`config.mk`:
```
export PLATFORM = sky130hd
export DESIGN_NAME = depth_threshold_centroid_tint_flat
export DESIGN_NICKNAME = d
export VERILOG_FILES = /design/src/rtl/dtct_pkg.sv /design/src/rtl/dtct_ifs.sv /design/src/rtl/depth_threshold_centroid_tint.sv /design/src/flat_wrapper.sv
export SDC_FILE = /design/constraint.sdc
export NUM_CORES = 1
export LEC_CHECK = 0
export ABC_AREA = 1
export BUFFER_PORTS_ARGS = -buffer_cell sky130_fd_sc_hd__buf_2
export CAP_MARGIN = 20
export CORE_ASPECT_RATIO = 1.1
export CORE_UTILIZATION = 60
export DETAILED_ROUTE_END_ITERATION = 6
export PLACE_DENSITY_LB_ADDON = 0.12
export SKIP_LAST_GASP = 1
export SLEW_MARGIN = 20
export SYNTH_ARGS = -nofsm -noshare
export SYNTH_HDL_FRONTEND = slang
export SYNTH_SLANG_ARGS = --single-unit
```
`constraint.sdc`:
```
create_clock -name i_clk -period 16.9 [get_ports i_clk]
set_clock_uncertainty 0.1 [all_clocks]
set_input_delay 3.38 -clock i_clk [delete_from_list [all_inputs] [get_ports i_clk]]
set_output_delay 3.38 -clock i_clk [all_outputs]
set_load 0.005 [all_outputs]
```
`src/rtl/dtct_pkg.sv`:
```
package dtct_pkg;

    localparam int MAX_DIM = 1024;
    localparam int POS_W   = $clog2(MAX_DIM);
    localparam int DIM_W   = 11;
    localparam int LVL_W   = 8;
    localparam int COLOR_W = 24;
    localparam int HIT_W   = 21;
    localparam int SUM_W   = POS_W + HIT_W - 1;
    localparam int CIDX_W  = 3;
    localparam int CDAT_W  = 24;
    localparam int QBIT_W  = $clog2(POS_W);

    localparam logic [DIM_W-1:0] DIM_MAX = DIM_W'(MAX_DIM);

    typedef enum logic [CIDX_W-1:0] {
        CFG_THRESHOLD = 3'd0,
        CFG_WIDTH     = 3'd1,
        CFG_HEIGHT    = 3'd2,
        CFG_RMARGIN   = 3'd3,
        CFG_BMARGIN   = 3'd4,
        CFG_DARK      = 3'd5,
        CFG_LIGHT     = 3'd6
    } t_cfg_idx;

    typedef enum logic [1:0] {
        CH_RED   = 2'd0,
        CH_GREEN = 2'd1,
        CH_BLUE  = 2'd2
    } t_chan;

    typedef enum logic [3:0] {
        S_IDLE = 4'b0001,
        S_TINT = 4'b0010,
        S_DIV  = 4'b0100,
        S_DONE = 4'b1000
    } t_state;

    typedef struct packed {
        logic [LVL_W-1:0] tint_red;
        logic [LVL_W-1:0] tint_green;
        logic [LVL_W-1:0] tint_blue;
        logic             frame_end;
        logic             centroid_valid;
        logic [POS_W-1:0] centroid_col;
        logic [POS_W-1:0] centroid_row;
        logic [HIT_W-1:0] hit_count;
    } t_result;

endpackage

```
`src/rtl/dtct_ifs.sv`:
```
interface dtct_in_if;
    import dtct_pkg::*;

    logic             valid;
    logic             ready;
    logic [LVL_W-1:0] depth_level;

    modport source (output valid, output depth_level, input ready);
    modport sink   (input valid, input depth_level, output ready);
endinterface

interface dtct_out_if;
    import dtct_pkg::*;

    logic             valid;
    logic             ready;
    logic [LVL_W-1:0] tint_red;
    logic [LVL_W-1:0] tint_green;
    logic [LVL_W-1:0] tint_blue;
    logic             frame_end;
    logic             centroid_valid;
    logic [POS_W-1:0] centroid_col;
    logic [POS_W-1:0] centroid_row;
    logic [HIT_W-1:0] hit_count;

    modport source (
        output valid, output tint_red, output tint_green, output tint_blue,
        output frame_end, output centroid_valid, output centroid_col,
        output centroid_row, output hit_count, input ready
    );
    modport sink (
        input valid, input tint_red, input tint_green, input tint_blue,
        input frame_end, input centroid_valid, input centroid_col,
        input centroid_row, input hit_count, output ready
    );
endinterface

interface dtct_cfg_if;
    import dtct_pkg::*;

    logic              valid;
    logic              ready;
    logic [CIDX_W-1:0] index;
    logic [CDAT_W-1:0] data;

    modport source (output valid, output index, output data, input ready);
    modport sink   (input valid, input index, input data, output ready);
endinterface

```
`src/rtl/depth_threshold_centroid_tint.sv`:
```
// Channel   Dir  Payload                                            Transfer
// i_pix     in   depth_level                                        valid & ready
// o_res     out  tint_red/green/blue, frame_end, centroid_valid,    valid & ready
//                centroid_col, centroid_row, hit_count
// i_cfg     in   index, data                                        valid & ready
//
// A pixel passes through its transfer, a step for each color channel in turn on the
// shared tint multiply unit, and the load of the output register.
// The last pixel of a frame with hits also passes through the shared restoring
// divider, which produces 10 quotient bits for the column, then 10 for the row.
// Reset is synchronous and active low; it restores the register defaults.
// A stalled output holds the block in its final step; one result may wait in
// the output register while the next pixel is transferred.
module depth_threshold_centroid_tint (
    input  logic                 i_clk,
    input  logic                 i_rst_n,
    dtct_in_if.sink              i_pix,
    dtct_out_if.source           o_res,
    dtct_cfg_if.sink             i_cfg
);
    import dtct_pkg::*;

    logic [LVL_W-1:0]   r_thr;
    logic [DIM_W-1:0]   r_width;
    logic [DIM_W-1:0]   r_height;
    logic [DIM_W-1:0]   r_rmargin;
    logic [DIM_W-1:0]   r_bmargin;
    logic [COLOR_W-1:0] r_dark;
    logic [COLOR_W-1:0] r_light;

    t_state             r_state,     n_state;
    logic [POS_W-1:0]   r_col,       n_col;
    logic [POS_W-1:0]   r_row,       n_row;
    logic [SUM_W-1:0]   r_col_sum,   n_col_sum;
    logic [SUM_W-1:0]   r_row_sum,   n_row_sum;
    logic [HIT_W-1:0]   r_hits,      n_hits;
    logic [LVL_W-1:0]   r_level,     n_level;
    logic               r_end,       n_end;
    t_chan              r_chan,      n_chan;
    logic [LVL_W-1:0]   r_tint_red,  n_tint_red;
    logic [LVL_W-1:0]   r_tint_grn,  n_tint_grn;
    logic [LVL_W-1:0]   r_tint_blu,  n_tint_blu;
    logic [SUM_W-1:0]   r_div_rem,   n_div_rem;
    logic [SUM_W-1:0]   r_den_sh,    n_den_sh;
    logic [POS_W-1:0]   r_quot,      n_quot;
    logic [QBIT_W-1:0]  r_bit,       n_bit;
    logic               r_div_row,   n_div_row;
    logic [SUM_W-1:0]   r_row_hold,  n_row_hold;
    logic [HIT_W-1:0]   r_fin_hits,  n_fin_hits;
    logic [POS_W-1:0]   r_col_q,     n_col_q;
    logic               r_out_valid, n_out_valid;
    t_result            r_out,       n_out;

    logic [DIM_W-1:0]   w_clamp;
    logic [DIM_W-1:0]   h_clamp;
    logic               last_col;
    logic               last_row;
    logic               pix_hit;
    logic [SUM_W-1:0]   col_sum_add;
    logic [SUM_W-1:0]   row_sum_add;
    logic [HIT_W-1:0]   hits_add;
    logic               pix_xfer;
    logic [LVL_W-1:0]   ch_dark;
    logic [LVL_W-1:0]   ch_light;
    logic [16:0]        mix;
    logic [16:0]        mix_div;
    logic [LVL_W-1:0]   tint_q;
    logic               div_ge;
    logic [POS_W-1:0]   quot_next;
    logic               has_hits;

    // configuration
    assign i_cfg.ready = 1'b1;

    always_ff @(posedge i_clk) begin
        if (!i_rst_n) begin
            r_thr     <= LVL_W'(20);
            r_width   <= DIM_W'(512);
            r_height  <= DIM_W'(424);
            r_rmargin <= DIM_W'(100);
            r_bmargin <= DIM_W'(10);
            r_dark    <= COLOR_W'(24'hCD9B9B);
            r_light   <= COLOR_W'(24'hFFE4E1);
        end else if (i_cfg.valid) begin
            unique case (t_cfg_idx'(i_cfg.index))
                CFG_THRESHOLD: r_thr     <= i_cfg.data[LVL_W-1:0];
                CFG_WIDTH:     r_width   <= i_cfg.data[DIM_W-1:0];
                CFG_HEIGHT:    r_height  <= i_cfg.data[DIM_W-1:0];
                CFG_RMARGIN:   r_rmargin <= i_cfg.data[DIM_W-1:0];
                CFG_BMARGIN:   r_bmargin <= i_cfg.data[DIM_W-1:0];
                CFG_DARK:      r_dark    <= i_cfg.data[COLOR_W-1:0];
                CFG_LIGHT:     r_light   <= i_cfg.data[COLOR_W-1:0];
                default: ;
            endcase
        end
    end

    // pixel position and region test
    always_comb begin
        if (r_width == '0) begin
            w_clamp = DIM_W'(1);
        end else if (r_width > DIM_MAX) begin
            w_clamp = DIM_MAX;
        end else begin
            w_clamp = r_width;
        end
        if (r_height == '0) begin
            h_clamp = DIM_W'(1);
        end else if (r_height > DIM_MAX) begin
            h_clamp = DIM_MAX;
        end else begin
            h_clamp = r_height;
        end
    end

    assign last_col = ({1'b0, r_col} + DIM_W'(1)) >= w_clamp;
    assign last_row = ({1'b0, r_row} + DIM_W'(1)) >= h_clamp;
    assign pix_hit  = (i_pix.depth_level < r_thr)
                   && (({2'b0, r_row} + {1'b0, r_bmargin}) < {1'b0, h_clamp})
                   && (({2'b0, r_col} + {1'b0, r_rmargin}) < {1'b0, w_clamp});

    assign col_sum_add = r_col_sum + (pix_hit ? SUM_W'(r_col) : '0);
    assign row_sum_add = r_row_sum + (pix_hit ? SUM_W'(r_row) : '0);
    assign hits_add    = r_hits + (pix_hit ? HIT_W'(1) : '0);

    assign i_pix.ready = (r_state == S_IDLE);
    assign pix_xfer    = i_pix.valid && i_pix.ready;

    // shared tint unit: floor(x / 255) as (x + (x >> 8) + 1) >> 8
    always_comb begin
        unique case (r_chan)
            CH_RED: begin
                ch_dark  = r_dark[23:16];
                ch_light = r_light[23:16];
            end
            CH_GREEN: begin
                ch_dark  = r_dark[15:8];
                ch_light = r_light[15:8];
            end
            default: begin
                ch_dark  = r_dark[7:0];
                ch_light = r_light[7:0];
            end
        endcase
    end

    assign mix     = 17'(ch_dark) * 17'(LVL_W'(255) - r_level)
                   + 17'(ch_light) * 17'(r_level);
    assign mix_div = mix + (mix >> 8) + 17'd1;
    assign tint_q  = mix_div[15:8];

    // shared restoring divider
    assign div_ge    = r_div_rem >= r_den_sh;
    assign quot_next = {r_quot[POS_W-2:0], div_ge};
    assign has_hits  = (r_fin_hits != '0);

    always_comb begin
        n_state     = r_state;
        n_col       = r_col;
        n_row       = r_row;
        n_col_sum   = r_col_sum;
        n_row_sum   = r_row_sum;
        n_hits      = r_hits;
        n_level     = r_level;
        n_end       = r_end;
        n_chan      = r_chan;
        n_tint_red  = r_tint_red;
        n_tint_grn  = r_tint_grn;
        n_tint_blu  = r_tint_blu;
        n_div_rem   = r_div_rem;
        n_den_sh    = r_den_sh;
        n_quot      = r_quot;
        n_bit       = r_bit;
        n_div_row   = r_div_row;
        n_row_hold  = r_row_hold;
        n_fin_hits  = r_fin_hits;
        n_col_q     = r_col_q;
        n_out       = r_out;
        n_out_valid = r_out_valid && !o_res.ready;

        unique case (r_state)
            S_IDLE: begin
                if (pix_xfer) begin
                    n_level = i_pix.depth_level;
                    n_end   = last_col && last_row;
                    n_chan  = CH_RED;
                    n_state = S_TINT;
                    if (last_col && last_row) begin
                        n_div_rem  = col_sum_add;
                        n_row_hold = row_sum_add;
                        n_fin_hits = hits_add;
                        n_col_sum  = '0;
                        n_row_sum  = '0;
                        n_hits     = '0;
                        n_col      = '0;
                        n_row      = '0;
                    end else begin
                        n_col_sum = col_sum_add;
                        n_row_sum = row_sum_add;
                        n_hits    = hits_add;
                        if (last_col) begin
                            n_col = '0;
                            n_row = r_row + POS_W'(1);
                        end else begin
                            n_col = r_col + POS_W'(1);
                        end
                    end
                end
            end
            S_TINT: begin
                unique case (r_chan)
                    CH_RED:   n_tint_red = tint_q;
                    CH_GREEN: n_tint_grn = tint_q;
                    default:  n_tint_blu = tint_q;
                endcase
                if (r_chan == CH_BLUE) begin
                    if (r_end && has_hits) begin
                        n_den_sh  = {r_fin_hits, (POS_W - 1)'(0)};
                        n_bit     = QBIT_W'(POS_W - 1);
                        n_quot    = '0;
                        n_div_row = 1'b0;
                        n_state   = S_DIV;
                    end else begin
                        n_state = S_DONE;
                    end
                end else begin
                    n_chan = t_chan'(r_chan + 2'd1);
                end
            end
            S_DIV: begin
                n_quot   = quot_next;
                n_den_sh = r_den_sh >> 1;
                if (div_ge) begin
                    n_div_rem = r_div_rem - r_den_sh;
                end
                if (r_bit == '0) begin
                    if (!r_div_row) begin
                        n_col_q   = quot_next;
                        n_div_rem = r_row_hold;
                        n_den_sh  = {r_fin_hits, (POS_W - 1)'(0)};
                        n_bit     = QBIT_W'(POS_W - 1);
                        n_quot    = '0;
                        n_div_row = 1'b1;
                    end else begin
                        n_state = S_DONE;
                    end
                end else begin
                    n_bit = r_bit - QBIT_W'(1);
                end
            end
            S_DONE: begin
                if (!r_out_valid || o_res.ready) begin
                    n_out.tint_red       = r_tint_red;
                    n_out.tint_green     = r_tint_grn;
                    n_out.tint_blue      = r_tint_blu;
                    n_out.frame_end      = r_end;
                    n_out.centroid_valid = r_end && has_hits;
                    n_out.centroid_col   = (r_end && has_hits) ? r_col_q : '0;
                    n_out.centroid_row   = (r_end && has_hits) ? r_quot : '0;
                    n_out.hit_count      = r_end ? r_fin_hits : '0;
                    n_out_valid          = 1'b1;
                    n_state              = S_IDLE;
                end
            end
            default: n_state = S_IDLE;
        endcase
    end

    always_ff @(posedge i_clk) begin
        if (!i_rst_n) begin
            r_state     <= S_IDLE;
            r_col       <= '0;
            r_row       <= '0;
            r_col_sum   <= '0;
            r_row_sum   <= '0;
            r_hits      <= '0;
            r_out_valid <= 1'b0;
            r_chan      <= CH_RED;
            r_bit       <= '0;
            r_div_row   <= 1'b0;
        end else begin
            r_state     <= n_state;
            r_col       <= n_col;
            r_row       <= n_row;
            r_col_sum   <= n_col_sum;
            r_row_sum   <= n_row_sum;
            r_hits      <= n_hits;
            r_out_valid <= n_out_valid;
            r_chan      <= n_chan;
            r_bit       <= n_bit;
            r_div_row   <= n_div_row;
        end
    end

    always_ff @(posedge i_clk) begin
        r_level    <= n_level;
        r_end      <= n_end;
        r_tint_red <= n_tint_red;
        r_tint_grn <= n_tint_grn;
        r_tint_blu <= n_tint_blu;
        r_div_rem  <= n_div_rem;
        r_den_sh   <= n_den_sh;
        r_quot     <= n_quot;
        r_row_hold <= n_row_hold;
        r_fin_hits <= n_fin_hits;
        r_col_q    <= n_col_q;
        r_out      <= n_out;
    end

    assign o_res.valid          = r_out_valid;
    assign o_res.tint_red       = r_out.tint_red;
    assign o_res.tint_green     = r_out.tint_green;
    assign o_res.tint_blue      = r_out.tint_blue;
    assign o_res.frame_end      = r_out.frame_end;
    assign o_res.centroid_valid = r_out.centroid_valid;
    assign o_res.centroid_col   = r_out.centroid_col;
    assign o_res.centroid_row   = r_out.centroid_row;
    assign o_res.hit_count      = r_out.hit_count;

`ifndef SYNTHESIS
    a_busy_after_xfer: assert property (@(posedge i_clk) disable iff (!i_rst_n)
        (i_pix.valid && i_pix.ready) |=> !i_pix.ready)
        else $error("pixel transfer did not drop ready");

    a_div_has_hits: assert property (@(posedge i_clk) disable iff (!i_rst_n)
        (r_state == S_DIV) |-> has_hits)
        else $error("divider running with zero hits");

    a_centroid_at_end: assert property (@(posedge i_clk) disable iff (!i_rst_n)
        (o_res.valid && !o_res.frame_end) |->
            (!o_res.centroid_valid && o_res.hit_count == '0
             && o_res.centroid_col == '0 && o_res.centroid_row == '0))
        else $error("centroid fields set away from frame end");

    a_empty_frame: assert property (@(posedge i_clk) disable iff (!i_rst_n)
        (o_res.valid && o_res.frame_end && o_res.hit_count == '0) |->
            !o_res.centroid_valid)
        else $error("centroid valid on an empty region");
`endif

endmodule
```
`src/flat_wrapper.sv`:
```
// flat-port wrapper written by rule: the top's interface ports become plain ports
module depth_threshold_centroid_tint_flat import dtct_pkg::*;
  (i_clk, i_rst_n, i_pix_valid, i_pix_depth_level, i_pix_ready, o_res_valid, o_res_tint_red, o_res_tint_green, o_res_tint_blue, o_res_frame_end, o_res_centroid_valid, o_res_centroid_col, o_res_centroid_row, o_res_hit_count, o_res_ready, i_cfg_valid, i_cfg_index, i_cfg_data, i_cfg_ready);
  dtct_in_if i_pix_i ();
  dtct_out_if o_res_i ();
  dtct_cfg_if i_cfg_i ();
  input  logic i_clk;
  input  logic i_rst_n;
  input wire logic [$bits(i_pix_i.valid)-1:0] i_pix_valid;
  input wire logic [$bits(i_pix_i.depth_level)-1:0] i_pix_depth_level;
  output wire logic [$bits(i_pix_i.ready)-1:0] i_pix_ready;
  output wire logic [$bits(o_res_i.valid)-1:0] o_res_valid;
  output wire logic [$bits(o_res_i.tint_red)-1:0] o_res_tint_red;
  output wire logic [$bits(o_res_i.tint_green)-1:0] o_res_tint_green;
  output wire logic [$bits(o_res_i.tint_blue)-1:0] o_res_tint_blue;
  output wire logic [$bits(o_res_i.frame_end)-1:0] o_res_frame_end;
  output wire logic [$bits(o_res_i.centroid_valid)-1:0] o_res_centroid_valid;
  output wire logic [$bits(o_res_i.centroid_col)-1:0] o_res_centroid_col;
  output wire logic [$bits(o_res_i.centroid_row)-1:0] o_res_centroid_row;
  output wire logic [$bits(o_res_i.hit_count)-1:0] o_res_hit_count;
  input wire logic [$bits(o_res_i.ready)-1:0] o_res_ready;
  input wire logic [$bits(i_cfg_i.valid)-1:0] i_cfg_valid;
  input wire logic [$bits(i_cfg_i.index)-1:0] i_cfg_index;
  input wire logic [$bits(i_cfg_i.data)-1:0] i_cfg_data;
  output wire logic [$bits(i_cfg_i.ready)-1:0] i_cfg_ready;
  assign i_pix_i.valid = i_pix_valid;
  assign i_pix_i.depth_level = i_pix_depth_level;
  assign i_pix_ready = i_pix_i.ready;
  assign o_res_valid = o_res_i.valid;
  assign o_res_tint_red = o_res_i.tint_red;
  assign o_res_tint_green = o_res_i.tint_green;
  assign o_res_tint_blue = o_res_i.tint_blue;
  assign o_res_frame_end = o_res_i.frame_end;
  assign o_res_centroid_valid = o_res_i.centroid_valid;
  assign o_res_centroid_col = o_res_i.centroid_col;
  assign o_res_centroid_row = o_res_i.centroid_row;
  assign o_res_hit_count = o_res_i.hit_count;
  assign o_res_i.ready = o_res_ready;
  assign i_cfg_i.valid = i_cfg_valid;
  assign i_cfg_i.index = i_cfg_index;
  assign i_cfg_i.data = i_cfg_data;
  assign i_cfg_ready = i_cfg_i.ready;
  depth_threshold_centroid_tint u_core (.i_clk(i_clk), .i_rst_n(i_rst_n), .i_pix(i_pix_i), .o_res(o_res_i), .i_cfg(i_cfg_i));
endmodule
```
==> results.py <==
metrics = {
    "outcome": {
        "status": "complete, no violations",
    },
    "yosys": {
        "ys_ff_latch": 444,
        "yosysTopAreaCellShare": 0.242,
        "seq_area_frac_synth": 0.391,
        "synthFlopType": "edfxtp_1",
        "async_reset_ff_frac": 0,
        "synth_area_mm2": 0.0287,
        "yosysMostFrequentCell": "nand2_1",
        "synth_cell_types": 57,
        "synth_edf_count": 231,
        "avgSynthCellArea_um2": 8.09,
        "ys_top_cells_by_count": "nand2_1 (850), inv_1 (522), nor2_1 (358), a21oi_1 (256), edfxtp_1 (231)",
        "yosysWarnings": 0,
        "postSynthCellCount": 3546,
        "yosys.area.top_type": "edfxtp_1",
        "ys_top_cells_by_area": "edfxtp_1 (24%), dfxtp_1 (15%), nand2_1 (11%), ha_1 (8.6%), fa_1 (7.1%)",
    },
    "timing": {
        "maxSlewViolCount": 0,
        "post-route-min-period_ns": 8.19,
        "grt_setup_unrepaired": "no",
        "setup_viol": 0,
        "worst_pin_slew_ns": 1.08,
        "fin_tns_setup_ns": 0,
        "fmax_mhz": 122,
        "finalHoldViolCount": 0,
        "timing.slew.headroom": 0.275,
        "fin_hold_ws_ns": 0.313,
        "finalCritPeriodShare": 0.485,
    },
    "floorplan": {
        "core_region_area_mm2": 0.0469,
        "initial_core_util": 0.611,
        "die_y_um": 231,
        "die_w_um": 210,
        "die_area_mm2": 0.0487,
        "io_pins": 110,
        "rows": 83,
    },
    "cells_and_area": {
        "synthToLayoutAreaGrowth_pct": 8.97,
        "diodes": 0,
        "finalInstanceArea_mm2": 0.0313,
        "fin_util": 0.666,
        "fin_nets": 3962,
        "nFillCells": 3966,
        "drive_above_1_share": 0.0803,
    },
    "drt": {
        "drt_iter0_markers": 1671,
        "via_per_inst": 5.48,
        "ant_nets": 0,
        "wl_per_cell_um": 17.0,
        "drc": 0,
        "met2_length_um": 35800,
        "met1_length_um": 31100,
        "vias": 23500,
        "wl_met3_um": 3660,
        "drt_first_pass_iters": 6,
        "routed_wl_um": 73200,
        "topRoutingLayerUsed": "met4",
    },
    "grt": {
        "grt_max_degree": 106,
        "grt_pass1_wl_um": 118000,
        "grt_pass1_vias": 23400,
        "grt.total_usage": 0.305,
        "grt.overflow.total": 0,
        "antenna_found_initial": 1,
    },
    "clocking": {
        "cts.repair.resized": 0,
        "cts_tree": "yes",
        "insertion_delay_ns": 0.61,
        "numCtsBuffers": 46,
        "cts-htree-levels": 2,
        "clockBufferDepth": 3,
        "cts_sinks": 444,
        "post_cts_buffers": 0,
        "hold_buffers": 0,
        "path_clk_slew_ns": 0.06,
        "clockRootBuffer": "clkbuf_16",
    },
    "placement": {
        "hpwl_um": 55600,
        "gpl.final_weighted_congestion": 0.954,
        "placed_area_mm2": 0.0298,
        "portBuffers": 108,
    },
    "min_path": {
        "hp-class": "flip-flop to flip-flop",
    },
    "setup_path": {
        "cpMostUsedCell": "nand2_1",
        "critPathKind": "flip-flop to flip-flop",
        "crit_required_ns": 17.13,
        "worstPathArrival_ns": 8.42,
        "slowest_stage": "a21oi_1",
        "end_kind": "flip-flop",
        "startpoint_type": "flip-flop",
        "worstPathMaxFanout": 15,
        "cp_slowest_stage_delay_ns": 0.65,
    },
    "job": {
        "drv_cap": 0,
    },
}
## per-stage QoR
| stage | worst slack [ns] | cells |
|---|---|---|
| 2_1_floorplan | 9.56 | 3547 |
| 3_5_place_dp | 8.75 | 4211 |
| 5_1_grt | 8.07 | 4297 |
| 4_1_cts | 8.72 | 4297 |
| 3_3_place_gp | 9.02 | 4211 |
| 6_report | 8.71 | 4297 |
## area by class of cell
cell class                 instances  area (µm²)  share of cell area
clock buffer                      61        1240              0.0396
clock inverter                    25         258             0.00825
inverter                         529        1990              0.0636
multi-input combinational       2476       15100               0.483
sequential                       444       11200               0.358
tap                              637         797              0.0255
timing repair buffer             125         668              0.0214
## critical path, delay by kind of cell (launching register included)
family                   cells  cell delay (ns)
AO/OA/AOI/OAI                4             1.27
flip-flops                   1             0.35
buffers and inverters        6             0.74
adder cells (fa/ha/maj)      9             4.07
AND/OR/NAND/NOR             12             1.26
XOR/XNOR                     1             0.14
## sequential cells by signal, summed over array words and instances, names as in the netlist, 11 cells and up
register and count:
u_core.o_res.hit_count 21, u_core.r_bmargin 11, u_core.r_col_sum 30, u_core.r_dark 24, u_core.r_den_sh 30, u_core.r_div_rem 30, u_core.r_fin_hits 21, u_core.r_height 11
u_core.r_hits 21, u_core.r_light 24, u_core.r_rmargin 11, u_core.r_row_hold 30, u_core.r_row_sum 30, u_core.r_width 11
## path summary, 6_finish.rpt
check                           slack (ns)                      startpoint                                   to  cells past startpoint
worst max-delay path                  8.71   u_core.r_chan[1]$_SDFFE_PN0P_       u_core.r_tint_grn[7]$_DFFE_PP_                     32
worst min-delay path                  0.31  u_core.r_tint_blu[1]$_DFFE_PP_  u_core.o_res.tint_blue[1]$_DFFE_PP_                      0
worst max register to register        8.71   u_core.r_chan[1]$_SDFFE_PN0P_       u_core.r_tint_grn[7]$_DFFE_PP_                     32
worst min register to register        0.31  u_core.r_tint_blu[1]$_DFFE_PP_  u_core.o_res.tint_blue[1]$_DFFE_PP_                      0
## layout by cell type, fill, tap and decap left out, types with 47 or more instances in the layout
cell type	instances
clkbuf_16	47
dfxtp_1	213
nand3_1	138
o21ai_0	147
nand2_1	849
a21oi_1	254
fa_1	102
edfxtp_1	231
xor2_1	87
ha_1	198
buf_2	108
inv_1	521
nor2_1	354
## metal layers
| layer | global-route usage | up-vias |
|---|---|---|
| li1 | - | 11700 |
| met4 | 0.113 | 0 |
| met5 | 0 | - |
| met1 | 0.389 | 11100 |
| met3 | 0.0362 | 149 |
| met2 | 0.532 | 664 |
## logic make-up (layout without fill, tap and decap cells)
family | after synthesis | after routing | synth area share
buffers and inverters | 627 | 740 | 0.0845
and+or+nand+nor | 1521 | 1521 | 0.225
DFF | 444 | 444 | 0.391
other | 2 | 3 | 0.000262
AOI/OAI and AO/OA | 519 | 519 | 0.0999
adders and majority gates | 300 | 300 | 0.158
xor gates and xnor gates | 133 | 133 | 0.0419
Power is left out: the tool's default activity adds up to more than one toggle a clock period on the data nets, which glitch-free logic cannot reach.
